## config.mk

```make
export PLATFORM = sky130hd
export DESIGN_NAME = coulomb_field_accumulator_flat
export DESIGN_NICKNAME = d
export VERILOG_FILES = /design/src/rtl/core/cfa_pkg.sv /design/src/rtl/core/cfa_ifs.sv /design/src/rtl/core/coulomb_field_accumulator.sv /design/src/rtl/core/cfa_div.sv /design/src/flat_wrapper.sv
export SDC_FILE = /design/constraint.sdc
export NUM_CORES = 2
export LEC_CHECK = 0
export BUFFER_PORTS_ARGS = -buffer_cell sky130_fd_sc_hd__buf_2
export CAP_MARGIN = 15
export CELL_PAD_IN_SITES_DETAIL_PLACEMENT = 0
export CELL_PAD_IN_SITES_GLOBAL_PLACEMENT = 1
export CORE_MARGIN = 2
export CORE_UTILIZATION = 45
export CTS_CLUSTER_SIZE = 25
export DETAILED_ROUTE_END_ITERATION = 10
export PLACE_DENSITY_LB_ADDON = 0.1
export SLEW_MARGIN = 15
export SYNTH_ARGS = -nofsm -noshare
export SYNTH_HDL_FRONTEND = slang
export SYNTH_SLANG_ARGS = --single-unit
```

## constraint.sdc

```tcl
create_clock -name clk_i -period 7.2 [get_ports clk_i]
set_input_delay 1.08 -clock clk_i [delete_from_list [all_inputs] [get_ports clk_i]]
set_output_delay 1.08 -clock clk_i [all_outputs]
set_load 0.05 [all_outputs]
```

## src/rtl/core/cfa_pkg.sv

```systemverilog
// Shared types and constants for the Coulomb field accumulator.
`timescale 1ns / 1ps
package cfa_pkg;

  // Charge magnitude field, signed integer nanocoulombs
  localparam int CHARGE_WIDTH = 24;
  // Register index width on the configuration channel
  localparam int CFG_IDX_W    = 2;
  // Fraction bits added ahead of the square root (r in Q.8)
  localparam int ROOT_SHIFT   = 16;
  // Numerator shift so that q*d/r^3 lands in Q.32
  localparam int NUM_SHIFT    = 40;

  // Configuration register indexes
  localparam logic [CFG_IDX_W-1:0] CFG_POINT_X = 2'd0;
  localparam logic [CFG_IDX_W-1:0] CFG_POINT_Y = 2'd1;

  // Sequencer states
  typedef enum logic [8:0] {
    S_IDLE = 9'b000000001,
    S_DIFF = 9'b000000010,
    S_MULR = 9'b000000100,
    S_SQRT = 9'b000001000,
    S_MULD = 9'b000010000,
    S_MULN = 9'b000100000,
    S_DIV  = 9'b001000000,
    S_ACC  = 9'b010000000,
    S_FIN  = 9'b100000000
  } cfa_state_e;

endpackage

```

## src/rtl/core/cfa_ifs.sv

```systemverilog
// Channel interfaces: charge requests, configuration writes and field results.
`timescale 1ns / 1ps

interface cfa_charge_if import cfa_pkg::*; #(parameter int COORD_WIDTH = 24) ();
  logic                           valid;
  logic                           ready;
  logic signed [COORD_WIDTH-1:0]  charge_x;
  logic signed [COORD_WIDTH-1:0]  charge_y;
  logic signed [CHARGE_WIDTH-1:0] charge_value;
  logic                           last_charge;
  modport source (output valid, charge_x, charge_y, charge_value, last_charge, input ready);
  modport sink   (input valid, charge_x, charge_y, charge_value, last_charge, output ready);
endinterface

interface cfa_cfg_if import cfa_pkg::*; #(parameter int COORD_WIDTH = 24) ();
  logic                   valid;
  logic                   ready;
  logic [CFG_IDX_W-1:0]   index;
  logic [COORD_WIDTH-1:0] data;
  modport source (output valid, index, data, input ready);
  modport sink   (input valid, index, data, output ready);
endinterface

interface cfa_result_if #(parameter int ACC_WIDTH = 48) ();
  logic                        valid;
  logic                        ready;
  logic signed [ACC_WIDTH-1:0] field_x;
  logic signed [ACC_WIDTH-1:0] field_y;
  logic                        coincident;
  logic                        saturated;
  modport source (output valid, field_x, field_y, coincident, saturated, input ready);
  modport sink   (input valid, field_x, field_y, coincident, saturated, output ready);
endinterface

```

## src/rtl/core/coulomb_field_accumulator.sv

```systemverilog
// Top level: 2-D electric field of streamed point charges at a configured point.
//
// Channels: charge_i takes one charge request (x, y, value, last flag); cfg_i
// writes the evaluation point (index 0 = x, 1 = y) and is always ready; field_o
// returns one result per set, on the request flagged last_charge.
// Each charge runs through one bit-serial sequencer: a shift-add multiplier
// forms r^2, a digit-by-digit square root takes r, the multiplier forms
// r^2*r, then per axis q*|d| and a restoring divide. A charge on the point
// skips the arithmetic and only sets the coincident flag. charge_i is ready
// only between charges.
// Results sit in an output register: the next charge is taken while a result
// waits, and only the end of the following set waits for the receiver.
// Reset clears the point, both sums and the sticky flags; no result is pending.
`timescale 1ns / 1ps
module coulomb_field_accumulator import cfa_pkg::*; #(
  parameter int COORD_WIDTH = 24,
  parameter int ACC_WIDTH   = 48
) (
  input  logic clk_i,
  input  logic rst_ni,
  cfa_charge_if.sink   charge_i,
  cfa_cfg_if.sink      cfg_i,
  cfa_result_if.source field_o
);

  localparam int CW   = COORD_WIDTH;
  localparam int AW   = ACC_WIDTH;
  localparam int DW   = CW + 1;                 // signed difference
  localparam int AXW  = CW + 1;                 // difference magnitude
  localparam int R2W  = 2 * CW + 2;             // r^2
  localparam int NW   = R2W + ROOT_SHIFT;       // square root radicand
  localparam int SW   = NW / 2;                 // root
  localparam int DENW = R2W + SW;               // r^3 in Q.8
  localparam int PW   = DENW;                   // multiplier product width
  localparam int MPW  = (SW > CHARGE_WIDTH) ? SW : CHARGE_WIDTH;
  localparam int PNW  = AXW + CHARGE_WIDTH;     // q*|d|
  localparam int NUMW = PNW + NUM_SHIFT;
  localparam int SUMW = ((NUMW > AW) ? NUMW : AW) + 2;
  localparam int SCW  = $clog2(SW);

  localparam logic signed [SUMW-1:0] ACC_MAX = {{(SUMW-AW+1){1'b0}}, {(AW-1){1'b1}}};
  localparam logic signed [SUMW-1:0] ACC_MIN = ~ACC_MAX;
  localparam logic signed [AW+3:0]   OUT_MAX = {5'b0, {(AW-1){1'b1}}};
  localparam logic signed [AW+3:0]   OUT_MIN = ~OUT_MAX;

  cfa_state_e state_q, state_d;

  logic signed [CW-1:0]           point_x_q, point_y_q;
  logic signed [DW-1:0]           dx_q, dy_q;
  logic signed [CHARGE_WIDTH-1:0] q_q;
  logic                           last_q;
  logic [AXW-1:0]                 ax_q, ax_d, ay_q, ay_d;
  logic [CHARGE_WIDTH-1:0]        aq_q, aq_d;
  logic                           neg_x_q, neg_x_d, neg_y_q, neg_y_d;
  logic [PW-1:0]                  mc_q, mc_d, prod_q, prod_d;
  logic [MPW-1:0]                 mp_q, mp_d;
  logic                           pass_q, pass_d, axis_q, axis_d;
  logic [R2W-1:0]                 r2_q, r2_d;
  logic [DENW-1:0]                den_q, den_d;
  logic [NW-1:0]                  sq_n_q, sq_n_d;
  logic [SW+1:0]                  sq_rem_q, sq_rem_d;
  logic [SW-1:0]                  sq_root_q, sq_root_d;
  logic [SCW-1:0]                 sq_cnt_q, sq_cnt_d;
  logic signed [AW-1:0]           acc_x_q, acc_x_d, acc_y_q, acc_y_d;
  logic                           coin_q, coin_d, sat_q, sat_d;
  logic                           out_valid_q, out_valid_d, out_coin_q, out_coin_d;
  logic                           out_sat_q, out_sat_d;
  logic signed [AW-1:0]           out_x_q, out_x_d, out_y_q, out_y_d;

  logic                           in_fire, out_free, out_load;
  logic [SW+3:0]                  sq_t, sq_trial;
  logic                           div_start, div_busy, div_done;
  logic [NUMW-1:0]                div_quot;
  logic signed [SUMW-1:0]         acc_ext, quot_ext, acc_sum;
  logic [AW:0]                    sc_x, sc_y;

  // times nine with clipping; bit AW flags the clip
  function automatic logic [AW:0] scale9(input logic signed [AW-1:0] a);
    logic signed [AW+3:0] ae, p;
    ae = {{4{a[AW-1]}}, a};
    p  = (ae <<< 3) + ae;
    if (p > OUT_MAX)      scale9 = {1'b1, OUT_MAX[AW-1:0]};
    else if (p < OUT_MIN) scale9 = {1'b1, OUT_MIN[AW-1:0]};
    else                  scale9 = {1'b0, p[AW-1:0]};
  endfunction

  assign in_fire        = charge_i.valid && charge_i.ready;
  assign charge_i.ready = (state_q == S_IDLE);
  assign cfg_i.ready    = 1'b1;
  assign out_free       = !out_valid_q || field_o.ready;

  // serial divider shared by both axes
  cfa_div #(.NUMW(NUMW), .DENW(DENW)) u_div (
    .clk_i   (clk_i),
    .rst_ni  (rst_ni),
    .start_i (div_start),
    .num_i   ({prod_q[PNW-1:0], {NUM_SHIFT{1'b0}}}),
    .den_i   (den_q),
    .busy_o  (div_busy),
    .done_o  (div_done),
    .quot_o  (div_quot)
  );

  // square root step operands
  assign sq_t     = {sq_rem_q, sq_n_q[NW-1 -: 2]};
  assign sq_trial = {2'b00, sq_root_q, 2'b01};

  // saturating accumulate of the current axis term
  always_comb begin
    acc_ext  = axis_q ? SUMW'(acc_y_q) : SUMW'(acc_x_q);
    quot_ext = $signed({{(SUMW-NUMW){1'b0}}, div_quot});
    acc_sum  = (axis_q ? neg_y_q : neg_x_q) ? (acc_ext - quot_ext) : (acc_ext + quot_ext);
  end

  assign sc_x = scale9(acc_x_q);
  assign sc_y = scale9(acc_y_q);

  // sequencer
  always_comb begin
    state_d     = state_q;
    ax_d = ax_q; ay_d = ay_q; aq_d = aq_q;
    neg_x_d = neg_x_q; neg_y_d = neg_y_q;
    mc_d = mc_q; mp_d = mp_q; prod_d = prod_q;
    pass_d = pass_q; axis_d = axis_q;
    r2_d = r2_q; den_d = den_q;
    sq_n_d = sq_n_q; sq_rem_d = sq_rem_q; sq_root_d = sq_root_q; sq_cnt_d = sq_cnt_q;
    acc_x_d = acc_x_q; acc_y_d = acc_y_q;
    coin_d = coin_q; sat_d = sat_q;
    out_valid_d = out_valid_q && !field_o.ready;
    out_x_d = out_x_q; out_y_d = out_y_q; out_coin_d = out_coin_q; out_sat_d = out_sat_q;
    div_start = 1'b0;
    out_load  = 1'b0;

    case (state_q)
      S_IDLE: begin
        if (in_fire) state_d = S_DIFF;
      end
      S_DIFF: begin
        ax_d    = dx_q[DW-1] ? AXW'(-dx_q) : AXW'(dx_q);
        ay_d    = dy_q[DW-1] ? AXW'(-dy_q) : AXW'(dy_q);
        aq_d    = q_q[CHARGE_WIDTH-1] ? CHARGE_WIDTH'(-q_q) : CHARGE_WIDTH'(q_q);
        neg_x_d = q_q[CHARGE_WIDTH-1] ^ dx_q[DW-1];
        neg_y_d = q_q[CHARGE_WIDTH-1] ^ dy_q[DW-1];
        if (dx_q == '0 && dy_q == '0) begin
          coin_d  = 1'b1;
          state_d = S_FIN;
        end else begin
          mc_d    = PW'(ax_d);
          mp_d    = MPW'(ax_d);
          prod_d  = '0;
          pass_d  = 1'b0;
          state_d = S_MULR;
        end
      end
      // shift-add multiply: dx^2 then dy^2 into the same product, r^2*r, and q*|d| per axis
      S_MULR, S_MULD, S_MULN: begin
        if (mp_q != '0) begin
          if (mp_q[0]) prod_d = prod_q + mc_q;
          mc_d = {mc_q[PW-2:0], 1'b0};
          mp_d = {1'b0, mp_q[MPW-1:1]};
        end else if (state_q == S_MULR) begin
          if (!pass_q) begin
            mc_d   = PW'(ay_q);
            mp_d   = MPW'(ay_q);
            pass_d = 1'b1;
          end else begin
            r2_d      = prod_q[R2W-1:0];
            sq_n_d    = {prod_q[R2W-1:0], {ROOT_SHIFT{1'b0}}};
            sq_rem_d  = '0;
            sq_root_d = '0;
            sq_cnt_d  = '0;
            state_d   = S_SQRT;
          end
        end else if (state_q == S_MULD) begin
          den_d   = prod_q[DENW-1:0];
          axis_d  = 1'b0;
          mc_d    = PW'(ax_q);
          mp_d    = MPW'(aq_q);
          prod_d  = '0;
          state_d = S_MULN;
        end else begin
          div_start = 1'b1;
          state_d   = S_DIV;
        end
      end
      // two radicand bits per step
      S_SQRT: begin
        if (sq_t >= sq_trial) begin
          sq_rem_d  = (SW+2)'(sq_t - sq_trial);
          sq_root_d = {sq_root_q[SW-2:0], 1'b1};
        end else begin
          sq_rem_d  = sq_t[SW+1:0];
          sq_root_d = {sq_root_q[SW-2:0], 1'b0};
        end
        sq_n_d   = {sq_n_q[NW-3:0], 2'b00};
        sq_cnt_d = sq_cnt_q + 1'b1;
        if (sq_cnt_q == SCW'(SW - 1)) begin
          mc_d    = PW'(r2_q);
          mp_d    = MPW'(sq_root_d);
          prod_d  = '0;
          state_d = S_MULD;
        end
      end
      S_DIV: begin
        if (div_done) state_d = S_ACC;
      end
      S_ACC: begin
        logic signed [AW-1:0] clipped;
        if (acc_sum > ACC_MAX) begin
          clipped = ACC_MAX[AW-1:0];
          sat_d   = 1'b1;
        end else if (acc_sum < ACC_MIN) begin
          clipped = ACC_MIN[AW-1:0];
          sat_d   = 1'b1;
        end else begin
          clipped = acc_sum[AW-1:0];
        end
        if (!axis_q) begin
          acc_x_d = clipped;
          axis_d  = 1'b1;
          mc_d    = PW'(ay_q);
          mp_d    = MPW'(aq_q);
          prod_d  = '0;
          state_d = S_MULN;
        end else begin
          acc_y_d = clipped;
          state_d = S_FIN;
        end
      end
      // end of charge; on the last of a set: scale, hand over once the output is free, clear
      S_FIN: begin
        if (!last_q) begin
          state_d = S_IDLE;
        end else if (out_free) begin
          out_load    = 1'b1;
          out_valid_d = 1'b1;
          out_x_d     = sc_x[AW-1:0];
          out_y_d     = sc_y[AW-1:0];
          out_coin_d  = coin_q;
          out_sat_d   = sat_q | sc_x[AW] | sc_y[AW];
          acc_x_d     = '0;
          acc_y_d     = '0;
          coin_d      = 1'b0;
          sat_d       = 1'b0;
          state_d     = S_IDLE;
        end
      end
      default: state_d = S_IDLE;
    endcase
  end

  // control and architectural state
  always_ff @(posedge clk_i or negedge rst_ni) begin
    if (!rst_ni) begin
      state_q     <= S_IDLE;
      point_x_q   <= '0;
      point_y_q   <= '0;
      acc_x_q     <= '0;
      acc_y_q     <= '0;
      coin_q      <= 1'b0;
      sat_q       <= 1'b0;
      out_valid_q <= 1'b0;
    end else begin
      state_q     <= state_d;
      acc_x_q     <= acc_x_d;
      acc_y_q     <= acc_y_d;
      coin_q      <= coin_d;
      sat_q       <= sat_d;
      out_valid_q <= out_valid_d;
      if (cfg_i.valid && cfg_i.index == CFG_POINT_X) point_x_q <= $signed(cfg_i.data);
      if (cfg_i.valid && cfg_i.index == CFG_POINT_Y) point_y_q <= $signed(cfg_i.data);
    end
  end

  // datapath registers
  always_ff @(posedge clk_i) begin
    if (in_fire) begin
      dx_q   <= DW'(point_x_q) - DW'(charge_i.charge_x);
      dy_q   <= DW'(point_y_q) - DW'(charge_i.charge_y);
      q_q    <= charge_i.charge_value;
      last_q <= charge_i.last_charge;
    end
    ax_q <= ax_d; ay_q <= ay_d; aq_q <= aq_d;
    neg_x_q <= neg_x_d; neg_y_q <= neg_y_d;
    mc_q <= mc_d; mp_q <= mp_d; prod_q <= prod_d;
    pass_q <= pass_d; axis_q <= axis_d;
    r2_q <= r2_d; den_q <= den_d;
    sq_n_q <= sq_n_d; sq_rem_q <= sq_rem_d; sq_root_q <= sq_root_d; sq_cnt_q <= sq_cnt_d;
    out_x_q <= out_x_d; out_y_q <= out_y_d;
    out_coin_q <= out_coin_d; out_sat_q <= out_sat_d;
  end

  assign field_o.valid      = out_valid_q;
  assign field_o.field_x    = out_x_q;
  assign field_o.field_y    = out_y_q;
  assign field_o.coincident = out_coin_q;
  assign field_o.saturated  = out_sat_q;

  // divider is never restarted while running
  a_div_idle: assert property (@(posedge clk_i) disable iff (!rst_ni)
    div_start |-> !div_busy) else $error("divider restarted while busy");

  // an accepted charge always starts its difference step
  a_accept_diff: assert property (@(posedge clk_i) disable iff (!rst_ni)
    in_fire |=> state_q == S_DIFF) else $error("accepted charge not sequenced");

  // a loaded result is presented on the next cycle with cleared sums
  a_load_out: assert property (@(posedge clk_i) disable iff (!rst_ni)
    out_load |=> out_valid_q && acc_x_q == '0 && acc_y_q == '0 && !coin_q && !sat_q)
    else $error("result load did not present or clear");

endmodule

```

## src/rtl/core/cfa_div.sv

```systemverilog
// Restoring radix-2 divider, one quotient bit per cycle.
`timescale 1ns / 1ps
module cfa_div import cfa_pkg::*; #(
  parameter int NUMW = 89,
  parameter int DENW = 83
) (
  input  logic            clk_i,
  input  logic            rst_ni,
  input  logic            start_i,
  input  logic [NUMW-1:0] num_i,
  input  logic [DENW-1:0] den_i,
  output logic            busy_o,
  output logic            done_o,
  output logic [NUMW-1:0] quot_o
);

  localparam int CNTW = $clog2(NUMW + 1);

  logic            busy_q, busy_d, done_q, done_d;
  logic [CNTW-1:0] cnt_q, cnt_d;
  logic [NUMW-1:0] num_q, num_d, quot_q, quot_d;
  logic [DENW:0]   rem_q, rem_d;
  logic [DENW-1:0] den_q, den_d;
  logic [DENW:0]   trial;
  logic            ge;

  // one shift-compare-subtract step
  always_comb begin
    trial  = {rem_q[DENW-1:0], num_q[NUMW-1]};
    ge     = trial >= {1'b0, den_q};
    busy_d = busy_q;
    done_d = 1'b0;
    cnt_d  = cnt_q;
    num_d  = num_q;
    quot_d = quot_q;
    rem_d  = rem_q;
    den_d  = den_q;
    if (start_i) begin
      busy_d = 1'b1;
      cnt_d  = '0;
      num_d  = num_i;
      den_d  = den_i;
      rem_d  = '0;
      quot_d = '0;
    end else if (busy_q) begin
      rem_d  = ge ? (trial - {1'b0, den_q}) : trial;
      quot_d = {quot_q[NUMW-2:0], ge};
      num_d  = {num_q[NUMW-2:0], 1'b0};
      cnt_d  = cnt_q + 1'b1;
      if (cnt_q == CNTW'(NUMW - 1)) begin
        busy_d = 1'b0;
        done_d = 1'b1;
      end
    end
  end

  always_ff @(posedge clk_i or negedge rst_ni) begin
    if (!rst_ni) begin
      busy_q <= 1'b0;
      done_q <= 1'b0;
      cnt_q  <= '0;
    end else begin
      busy_q <= busy_d;
      done_q <= done_d;
      cnt_q  <= cnt_d;
    end
  end

  // datapath, no reset
  always_ff @(posedge clk_i) begin
    num_q  <= num_d;
    quot_q <= quot_d;
    rem_q  <= rem_d;
    den_q  <= den_d;
  end

  assign busy_o = busy_q;
  assign done_o = done_q;
  assign quot_o = quot_q;

endmodule

```

## src/flat_wrapper.sv

```systemverilog
// flat-port wrapper written by rule: the top's interface ports become plain ports
module coulomb_field_accumulator_flat import cfa_pkg::*;
#(
  parameter int COORD_WIDTH = 24,
  parameter int ACC_WIDTH   = 48
)
  (clk_i, rst_ni, charge_i_valid, charge_i_charge_x, charge_i_charge_y, charge_i_charge_value, charge_i_last_charge, charge_i_ready, cfg_i_valid, cfg_i_index, cfg_i_data, cfg_i_ready, field_o_valid, field_o_field_x, field_o_field_y, field_o_coincident, field_o_saturated, field_o_ready);
  cfa_charge_if #(.COORD_WIDTH(COORD_WIDTH)) charge_i_i ();
  cfa_cfg_if #(.COORD_WIDTH(COORD_WIDTH)) cfg_i_i ();
  cfa_result_if #(.ACC_WIDTH(ACC_WIDTH)) field_o_i ();
  input  logic clk_i;
  input  logic rst_ni;
  input wire logic [$bits(charge_i_i.valid)-1:0] charge_i_valid;
  input wire logic [$bits(charge_i_i.charge_x)-1:0] charge_i_charge_x;
  input wire logic [$bits(charge_i_i.charge_y)-1:0] charge_i_charge_y;
  input wire logic [$bits(charge_i_i.charge_value)-1:0] charge_i_charge_value;
  input wire logic [$bits(charge_i_i.last_charge)-1:0] charge_i_last_charge;
  output wire logic [$bits(charge_i_i.ready)-1:0] charge_i_ready;
  input wire logic [$bits(cfg_i_i.valid)-1:0] cfg_i_valid;
  input wire logic [$bits(cfg_i_i.index)-1:0] cfg_i_index;
  input wire logic [$bits(cfg_i_i.data)-1:0] cfg_i_data;
  output wire logic [$bits(cfg_i_i.ready)-1:0] cfg_i_ready;
  output wire logic [$bits(field_o_i.valid)-1:0] field_o_valid;
  output wire logic [$bits(field_o_i.field_x)-1:0] field_o_field_x;
  output wire logic [$bits(field_o_i.field_y)-1:0] field_o_field_y;
  output wire logic [$bits(field_o_i.coincident)-1:0] field_o_coincident;
  output wire logic [$bits(field_o_i.saturated)-1:0] field_o_saturated;
  input wire logic [$bits(field_o_i.ready)-1:0] field_o_ready;
  assign charge_i_i.valid = charge_i_valid;
  assign charge_i_i.charge_x = charge_i_charge_x;
  assign charge_i_i.charge_y = charge_i_charge_y;
  assign charge_i_i.charge_value = charge_i_charge_value;
  assign charge_i_i.last_charge = charge_i_last_charge;
  assign charge_i_ready = charge_i_i.ready;
  assign cfg_i_i.valid = cfg_i_valid;
  assign cfg_i_i.index = cfg_i_index;
  assign cfg_i_i.data = cfg_i_data;
  assign cfg_i_ready = cfg_i_i.ready;
  assign field_o_valid = field_o_i.valid;
  assign field_o_field_x = field_o_i.field_x;
  assign field_o_field_y = field_o_i.field_y;
  assign field_o_coincident = field_o_i.coincident;
  assign field_o_saturated = field_o_i.saturated;
  assign field_o_i.ready = field_o_ready;
  coulomb_field_accumulator #(.COORD_WIDTH(COORD_WIDTH), .ACC_WIDTH(ACC_WIDTH)) u_core (.clk_i(clk_i), .rst_ni(rst_ni), .charge_i(charge_i_i), .cfg_i(cfg_i_i), .field_o(field_o_i));
endmodule
```

==> results.ini <==
[outcome]
status = finished clean

[critical_path]
critPathRequiredTime_ns = 7.88
setup.worst_path.end_class = flip-flop
cp.arrival_ns = 7.69
crit_buf_inv = 4
cp_max_fo = 7
cpPeakStageDelay_ns = 0.56
cpMostUsedCell = nand4_1
path_class = reg2reg
cp_top_family = simple AND/OR/NAND/NOR gates
critical_path.startpoint_type = flip-flop
crit_slowest_cell = or4b_4

[cells_and_area]
n_fill_cell = 14300
syn_to_final_growth_pct = 15.5
n_antenna_cell = 0
nNetsFinal = 8277
drive_gt1_frac = 0.142
postLayoutCellArea_um2 = 81700

[floorplan]
die_y_um = 400
die_area_um2 = 160000
core_area_um2 = 156000
io_pins = 205
start_util = 0.453
row_count = 145
die_w_um = 400

[sta]
layout_setup_ws_ns = 0.194
rsz0062_at_grt = true
fin_tns_setup_ns = 0
fin_crit_ns = 7.01
fmaxAchievable_mhz = 143
fin_crit_sh = 0.973
hold_viol = 0
worstMarginPinSlew_ns = 1.18
slew_headroom = 0.208
fin_skew_ns = 0.0482
drv_slew = 0
setup_viol = 0

[logic_synthesis]
yosys_warnings = 0
synth_ff_type = edfxtp_1
synth_cell_types = 97
avgSynthCellArea_um2 = 9.64
syn-instance-count = 7339
synth_top_area_frac = 0.356
synth_seq_cells = 1176
syn_nets = 7891
netlist_top_cells_area = edfxtp_1, ha_1, dfrtp_1, dfxtp_1, a21oi_1
ys_seq_area_frac = 0.463
yosysTopAreaCell = edfxtp_1
synth_edf_count = 839
synth_common_cells = edfxtp_1, nand2_1, nor2_1
synth_most_common_cell = edfxtp_1
synth-async-reset-ratio = 0.140
synth_area_um2 = 70700

[clock_network]
cts.htree.levels = 4
cts_tree = yes
cts.sinks = 1176
cts_root_buf = clkbuf_16
clock_tree.buffer_depth = 3
clk_pin_slew_ns = 0.06
cts_buffers = 138
insertion_delay_ns = 0.79

[grt]
grt-busiest-layer = met2
gr-usage-met1 = 0.337
grt_pass1_vias = 53300
grtUsageMet2 = 0.392
grt_max_degree = 127
track_usage = 0.240
gr-usage-met3 = 0.0293
antenna_found_initial = 0
grt_pass1_wl_um = 308000
overflow = 0

[placement]
gp_congestion = 0.901
place_area_um2 = 75800
port_buffers = 203
hpwl_um = 147000
pre_cts_ws_ns = -0.254

[routing]
final_antenna_net_count = 0
dr.pass1.iters = 8
wl_um = 199000
drc = 0
drt_iter0_drc = 3984
via_count = 55700
avgRoutedWirePerCell_um = 20.1
vias_per_cell = 5.63

[pwr]
peakVddDrop_mv = 0.228
p_per_area_nw_per_um2 = 245
p_leak_nw = 33.0

[hold_path]
holdCritPathClass = in2async

[run]
maxCapViolCount = 0

per-stage QoR:
stage               std cells   util  hold WS (ns)  power [W]
floorplan                7339      -         0.400     0.0117
global placement         9618  0.485         0.401     0.0129
detailed placement       9618  0.485         0.405     0.0129
CTS                      9874  0.516         0.370     0.0201
global route             9899  0.523         0.403     0.0209
finish                   9899  0.523         0.384     0.0200
metal layers:
layer  up-vias  wire [um]
met5         -          0
met4         0       4760
met3       240       7720
met2      1174      92900
met1     26900      93900
li1      27400          -
repair_timing:
action,CTS,global route
pin swaps,2,78
hold buffers,0,0
gates cloned,0,9
resized for setup,7,188
buffers inserted,0,17
setup endpoints to repair,94,95
final cells by class:
type | instances | area [um^2] | share of cell area
clock buffer | 183 | 3820 | 0.0467
clock inverter | 73 | 845 | 0.0103
inverter | 347 | 1310 | 0.0160
multi-input combinational | 5493 | 36300 | 0.445
sequential | 1176 | 32800 | 0.401
tap | 2058 | 2570 | 0.0315
timing repair buffer | 569 | 4040 | 0.0495
worst paths after layout:
path                                         from                     end  slack [ns]  cells after the start
max reg2reg                u_core.u_div.quot_o[7]      u_core.acc_y_q[12]        0.19                     27
min                                        rst_ni      u_core.acc_x_q[44]        0.38                      1
min in group clk_i               u_core.den_q[81]  u_core.u_div.den_q[81]        0.41                      0
max in group asynchronous                  rst_ni     u_core.point_x_q[1]        5.47                      2
max                        u_core.u_div.quot_o[7]      u_core.acc_y_q[12]        0.19                     27
min reg2reg                      u_core.den_q[81]  u_core.u_div.den_q[81]        0.41                      0
placed cells by master (no fill, tap or decap), types with 29 or more instances in the layout:
master,Yosys,routed
edfxtp_1,839,839
nor2_1,804,796
nand2_1,807,775
a21oi_1,670,610
ha_1,441,437
o21ai_0,388,380
buf_4,1,345
inv_1,346,343
xnor2_1,309,306
a21o_1,241,240
xor2_1,208,205
buf_2,15,202
dfxtp_1,172,171
dfrtp_1,164,163
clkbuf_16,0,148
nand3_1,131,127
mux2i_1,114,113
nor3_1,109,104
nand4_1,97,97
mux2_2,92,92
a211oi_1,79,77
o21bai_1,74,73
and2_1,72,69
nor2b_1,60,60
a21oi_2,0,59
nand2b_1,57,57
o21a_1,51,51
a31oi_1,53,51
o31ai_1,52,47
and3_1,45,43
or3_1,44,40
nor4_1,48,38
a22o_1,32,32
a21boi_0,30,30
clkbuf_1,272,29
registers in the layout, indices dropped and copies added (netlist names), 35 cells and up:
name and flops:
u_core.prod_q 83, u_core.acc_y_q 48, u_core.r2_q 50, u_core.u_div.num_q 49, u_core.mc_q 83, u_core.acc_x_q 48, u_core.den_q 83, u_core.u_div.rem_q 83
u_core.field_o.field_x 48, u_core.u_div.quot_o 89, u_core.field_o.field_y 48, u_core.u_div.den_q 83, u_core.sq_rem_q 35, u_core.sq_n_q 50
report_power, final:
part	internal, W	leakage, nW	switching (W)
sequential	0.00827	10.7	0.000556
combinational	0.00153	20.1	0.00247
clock	0.00412	2.26	0.00302
total	0.0139	33.0	0.00605
kinds of logic (layout without fill, tap and decap cells):
logic type               after synthesis  count (layout)  synth area share
XOR/XNOR                             517             517            0.0640
multiplexers                         206             206            0.0308
AND/OR/NAND/NOR                     2396            2396             0.154
adder cells (fa/ha/maj)              448             448            0.0800
buffers and inverters                670            1172            0.0368
flip-flops                          1176            1176             0.463
AO/OA/AOI/OAI                       1925            1925             0.171
other                                  1               1         0.0000530
No activity file was read; power rests on OpenSTA's default activity.
